**src/design/lfp_pkg.sv**
```systemverilog
package lfp_pkg;

   localparam int COORD_WIDTH_DEFAULT = 24;
   localparam int AXIS_FRAC_DEFAULT = 14;
   localparam int LIMB_WIDTH = 24;
   localparam int OUT_WIDTH = 16;
   localparam int STATUS_WIDTH = 2;
   localparam int RSP_DATA_WIDTH = 9 * OUT_WIDTH;

   localparam logic [STATUS_WIDTH-1:0] ST_OK = 2'd0;
   localparam logic [STATUS_WIDTH-1:0] ST_MISSING = 2'd1;
   localparam logic [STATUS_WIDTH-1:0] ST_DEGENERATE = 2'd2;

   function automatic int mul_lat(input int aw, input int bw);
      return ((aw + LIMB_WIDTH - 1) / LIMB_WIDTH) * ((bw + LIMB_WIDTH - 1) / LIMB_WIDTH) + 2;
   endfunction

   function automatic int norm_lat(input int xw, input int f);
      return mul_lat(xw, xw) + 1 + (2 * f + 3) + (f + 2) + 1;
   endfunction

endpackage

```
**src/design/lfp_mul.sv**
```systemverilog
module lfp_mul #(
   parameter int AW = 26,
   parameter int BW = 51
) (
   input  logic                  clock,
   input  logic                  en,
   input  logic signed [AW-1:0]  a,
   input  logic signed [BW-1:0]  b,
   output logic signed [AW+BW-1:0] p
);

   localparam int LW = lfp_pkg::LIMB_WIDTH;
   localparam int NA = (AW + LW - 1) / LW;
   localparam int NB = (BW + LW - 1) / LW;
   localparam int NS = NA * NB;
   localparam int PW = AW + BW;
   localparam int AP = NA * LW;
   localparam int BP = NB * LW;

   logic [AW-1:0] am_ff [0:NS];
   logic [BW-1:0] bm_ff [0:NS];
   logic          neg_ff [0:NS];
   logic [PW-1:0] acc_ff [0:NS];
   logic [PW-1:0] p_ff;

   always_ff @(posedge clock) begin
      if (en) begin
         am_ff[0] <= a[AW-1] ? AW'(-a) : AW'(a);
         bm_ff[0] <= b[BW-1] ? BW'(-b) : BW'(b);
         neg_ff[0] <= a[AW-1] ^ b[BW-1];
         acc_ff[0] <= '0;
      end
   end

   for (genvar k = 1; k <= NS; k++) begin : g_step
      localparam int I = (k - 1) / NB;
      localparam int J = (k - 1) % NB;
      logic [AP-1:0]   ap;
      logic [BP-1:0]   bp;
      logic [2*LW-1:0] prod;
      assign ap = AP'(am_ff[k-1]);
      assign bp = BP'(bm_ff[k-1]);
      assign prod = ap[I*LW +: LW] * bp[J*LW +: LW];
      always_ff @(posedge clock) begin
         if (en) begin
            am_ff[k] <= am_ff[k-1];
            bm_ff[k] <= bm_ff[k-1];
            neg_ff[k] <= neg_ff[k-1];
            acc_ff[k] <= acc_ff[k-1] + (PW'(prod) << (LW * (I + J)));
         end
      end
   end

   always_ff @(posedge clock) begin
      if (en) begin
         p_ff <= neg_ff[NS] ? -acc_ff[NS] : acc_ff[NS];
      end
   end

   assign p = $signed(p_ff);

endmodule

```
**config.mk**
```make
export PLATFORM = sky130hd
export DESIGN_NAME = lfp_mul
export DESIGN_NICKNAME = d
export VERILOG_FILES = /design/src/design/lfp_pkg.sv /design/src/design/lfp_mul.sv
export SDC_FILE = /design/constraint.sdc
export NUM_CORES = 2
export LEC_CHECK = 0
export BUFFER_PORTS_ARGS = -buffer_cell sky130_fd_sc_hd__clkbuf_2
export CAP_MARGIN = 30
export CELL_PAD_IN_SITES_DETAIL_PLACEMENT = 0
export CELL_PAD_IN_SITES_GLOBAL_PLACEMENT = 2
export CORE_AREA = 5 5 442 444
export CTS_CLUSTER_SIZE = 10
export DETAILED_ROUTE_END_ITERATION = 8
export DIE_AREA = 0 0 447 449
export HOLD_SLACK_MARGIN = 0.15
export PLACE_DENSITY = 0.76
export RECOVER_POWER = 50
export SKIP_LAST_GASP = 1
export SLEW_MARGIN = 15
export SYNTH_ARGS = -nofsm -noshare
export SYNTH_HDL_FRONTEND = slang
export SYNTH_SLANG_ARGS = --single-unit
```
**constraint.sdc**
```tcl
create_clock -name clock -period 11.15 [get_ports clock]
set_input_delay 1.6725 -clock clock [delete_from_list [all_inputs] [get_ports clock]]
set_output_delay 1.6725 -clock clock [all_outputs]
set_load 0.005 [all_outputs]
```
**Word-level counts from Yosys, hierarchy flattened**

Memory sizes are Yosys's and may differ from the RTL's.
Cells that the tools add are included.

- Output and inout bits: 77
- Bits of input ports: 79
- Memories: 4
- Word-level logic and storage cells: 26
- Memory bits (writable): 1085
- Register bits after elaboration: 77

- Bitwise gates (word level): 1
- Add/subtract/negate cells: 9
- Multiplexer cells: 5
- $mul: 6

Memory list:

| name | words | bits a word | read ports | clocked after memory_dff | write ports | RTL line | text |
|---|---|---|---|---|---|---|---|
| acc_ff | 7 | 77 | 7 | 0 | 7 | lfp_mul.sv:23 | `logic [PW-1:0] acc_ff [0:NS];` |
| bm_ff | 7 | 51 | 6 | 0 | 7 | lfp_mul.sv:21 | `logic [BW-1:0] bm_ff [0:NS];` |
| am_ff | 7 | 26 | 6 | 0 | 7 | lfp_mul.sv:20 | `logic [AW-1:0] am_ff [0:NS];` |
| neg_ff | 7 | 1 | 7 | 0 | 7 | lfp_mul.sv:22 | `logic neg_ff [0:NS];` |

Operator list:

| operator | number |
|---|---|
| multiplier 24 x 24 -> 48 bit | 2 |
| adder 77 x 48 -> 77 bit | 1 |
| adder 77 x 50 -> 77 bit | 1 |
| adder 77 x 72 -> 77 bit | 1 |
| adder 77 x 74 -> 77 bit | 1 |
| adder 77 x 75 -> 77 bit | 1 |
| adder 77 bit | 1 |
| 2-to-1 mux 77 bit | 1 |
| negation 77 bit | 1 |
| multiplier 2 x 24 -> 26 bit | 2 |
| 2-to-1 mux 51 bit | 1 |
| negation 51 bit | 1 |
| multiplier 24 x 3 -> 27 bit | 1 |
| 2-to-1 mux 26 bit | 1 |
| negation 26 bit | 1 |
| multiplier 2 x 3 -> 5 bit | 1 |
| 2-to-1 mux 1 bit | 2 |
| XOR 1 bit | 1 |

**Longest topological paths before layout**

An unclocked memory read counts as a cell.

- Depth after elaboration: 3
- Mapped depth: 36
- Mapped depth without buffers: 34

**Worst setup path before layout**

OpenSTA, ideal clock, no wires.

- Path kind: reg-to-reg
- Start point: memory bm_ff[1][29]
- End point: memory acc_ff[2][71] in the netlist's numbering (data pin)
- Cell stages (with the launch flop): 33
- Period minus slack after synthesis: 8.185 ns
- Arrival: 7.914 ns
- Buffers on the path: 1
- Path slack: 2.965 ns
- Setup time: 0.271 ns
- Required time: 10.879 ns
- Path through: edfxtp_1 > clkbuf_1 > nand2_1 > fa_1 > inv_1 > fa_1 > inv_1 > fa_1 > inv_1 > fa_1 > inv_1 > fa_1 > inv_1 > fa_1 > inv_1 > fa_1 > inv_1 > ha_1 > and2_1 > o2111a_1 > or2_2 > a21oi_1 > xnor2_1 > ha_1 > and3_1 > nand2_1 > nor3_1 > a211o_1 > o31ai_1 > o21a_1 > or4_1 > nor4_1 > xor2_1

RTL lines:

| item | RTL line |
|---|---|
| from (decl) | lfp_mul.sv:21 |
| to (decl) | lfp_mul.sv:23 |

==> summary.md <==
| Metric | Value |
|---|---|
| Slew HR | -266% |
| Post-synthesis sequential area ratio | 32.9% |
| Worst Tran Pin Value | around 5.5 ns |
| Hold Path Class | reg2reg |
| Initial Util | 39.8% |
| H-tree depth | 3 |
| Number of global-route vias before repair | 52.1k |
| Via/cell ratio | between 5 and 6 |
| Clock transition at the registers of the reported paths | around 0.07 ns |
| CTS Buffer Depth | 3 |
| TritonRoute pass-1 iters | 5 |
| Layout cell share with drive strength beyond 1 | approximately 4.7% |
| I/O Pins | roughly 160 |
| Final WL | between 150,000 and 200,000 µm |
| Routed vias | a little under 50k |
| Gr ovfl total | 0 |
| Setup Skew | around 0.08 ns |
| Area leader, netlist | edfxtp_1 |
| Clock root buffer | clkbuf_16 |
| Initial DRC Count | roughly 3.0k |
| Top_reg_cell synth | edfxtp_1 |
| Avg Cell Area, Syn | 10.8 µm² |
| Row Count | 161 |
| Most common cell in the netlist | inv_1 |
| First-pass GRT wire length | 309,000 µm |
| Ys Warns | 0 |
| Net count, final | 8,797 |
| Max-cap violations | 43 |
| CTS tree | built |
| Failing checks | max-capacitance violations, max-slew violations |
| Post-layout min period | between 9 and 10 ns |
| Routed WL per cell | 20.1 µm |
| Top-area cell type share of the netlist area | between 30% and 40% |
| Critical Path RT | 11.60 ns |
| Placer Congestion | between 0.8 and 0.9 |
| Area contributors post-synth | edfxtp_1 (33%), fa_1 (26%), ha_1 (9.0%) |
| Die Ht | 449 µm |
| Post_cts resized | 0 |
| Post-CTS setup buffers | 0 |
| CP Class | reg2reg |
| Cts bufs inserted | ~100 |
| Critical Path AT | approximately 10 ns |
| Hpwl dp | between 100,000 and 150,000 µm |
| Hold buffers post-CTS | 0 |
| Crit start category | register |
| Die W | about 450 µm |
| RSZ-0062 raised after global routing | no |
| Final setup vio count | 0 |
| Final Max Tran Viols | 1,418 |
| Syn-to-layout area delta | 8.73% |
| Synth Register Bits | approximately 830 |
| Library cells used by synthesis | 75 |
| Mapped Nets | 8,676 |
| Fmax | 0.101 GHz |
| CTS Sinks | approximately 830 |
| # DRC | 0 |
| Top post-synthesis cells by count | inv_1 (1,155), fa_1 (997), nand2_1 (920), edfxtp_1 (833), and2_1 (596) |
| Largest net degree at the start of global routing | just over 200 |
| Number of port buffers | approximately 160 |
| Gr usage total | between 15 and 20% |
| CP Max Fanout | 25 |
| Netlist Area Pre-Place | ~76,000 µm² |
| Die area | 201,000 µm² |
| Final hold violation count | 0 |
| Setup TNS | 0 ns |
| Max stage delay on crit path | about 1.2 ns |
| Async SR Flop Fraction | 0% |
| Slowest cell on crit path | clkbuf_1 |
| Status | finished with violations |
| Tcrit/Tclk final | 88.4% |
| Initial antenna violation count | 9 |
| Layout fillers | 18.2k |
| Crit end category | register |
| EDFF count, synth | 833 |
| Area of the core | roughly 190,000 µm² |
| Antenna-violating nets left | 0 |
| Clock Latency Late Sink | 0.75 ns |
| Cells after Synth | roughly 7.1k |
==> cell type report <==
class / count / area [µm²] / area share [%]
Multi-Input combinational cell: 4820 / 45700 / 55.3
Tap cell: 2526 / 3160 / 3.82
Inverter: 1155 / 4340 / 5.25
Timing Repair Buffer: 264 / 1320 / 1.60
Sequential cell: 833 / 25000 / 30.3
Antenna cell: 1 / 2.50 / 0.00303
Clock buffer: 114 / 2620 / 3.17
Clock inverter: 38 / 464 / 0.562
==> logic make-up after synthesis <==
logic type / count (synthesis) / share of synthesized area, %
simple gates: 2057 / 13.4
xor+xnor: 421 / 4.85
mux: 1 / 0.0132
compound gates: 800 / 6.70
fa+ha+maj: 1541 / 35.2
buf+inv: 1403 / 6.93
flops: 833 / 32.9
==> final timing paths <==
| kind | startpoint | endpoint | slack (ns) | depth (start not counted) |
|---|---|---|---|---|
| min reg2reg | acc_ff[4][24] | acc_ff[5][24] | 0.38 | 0 |
| min | acc_ff[4][24] | acc_ff[5][24] | 0.38 | 0 |
| max | bm_ff[1][27] | acc_ff[2][70] | 1.29 | 32 |
| max reg2reg | bm_ff[1][27] | acc_ff[2][70] | 1.29 | 32 |
==> state kept, by name, summed over array words and instances, names as in the netlist <==
signal / flops
acc_ff: 431
bm_ff: 234
am_ff: 84
p: 77
neg_ff: 7
==> stage by stage <==
stage / hold WS (ns) / util (%) / instances / instance area, µm² / setup slack [ns]
2_1_floorplan: 0.400 / - / 7056 / 76000 / 2.96
3_3_place_gp: 0.401 / 41.7 / 9588 / 79800 / 1.69
3_5_place_dp: 0.405 / 41.8 / 9591 / 79900 / 1.76
4_1_cts: 0.375 / 43.4 / 9743 / 83000 / 1.73
5_1_grt: 0.391 / 43.2 / 9750 / 82600 / 0.711
6_report: 0.382 / 43.2 / 9751 / 82600 / 1.29
==> metal layers <==
layer  part of all wire [%]  wire length [µm]  up-vias  GRT usage (%)
li1                       -                 -    23000              -
met2                     44             85800     1281           30.5
met3                    6.9             13600      243           3.93
met4                    2.9              5660        2           5.26
met5                 0.0051                10        -              0
met1                     46             90800    25000           28.7
==> worst max-delay path, delay by kind of cell (launching register included) <==
kind / cells / cell delay (ns)
simple gates: 8 / 2.09
compound gates: 5 / 1.03
flops: 1 / 0.32
xor+xnor: 2 / 0.20
fa+ha+maj: 9 / 4.34
buf+inv: 8 / 1.60
==> cells in the final DEF (no fill, tap or decap), drive strengths merged, types with 35 or more instances in the layout <==
cell / netlist / final
nor3: 54 / 54
ha: 544 / 544
nand3: 74 / 74
a21oi: 227 / 227
or3: 50 / 50
xnor2: 332 / 332
o21bai: 35 / 35
nand2b: 42 / 42
o21ai: 179 / 179
fa: 997 / 997
nand2: 920 / 920
edfxtp: 833 / 833
a21o: 110 / 110
and2: 596 / 596
o31ai: 52 / 52
xor2: 89 / 89
inv: 1155 / 1155
nor2: 149 / 149
o21a: 38 / 38
clkbuf: 245 / 349
Power is left out: the tool's default activity adds up to more than one toggle a clock period on the data nets, which glitch-free logic cannot reach.
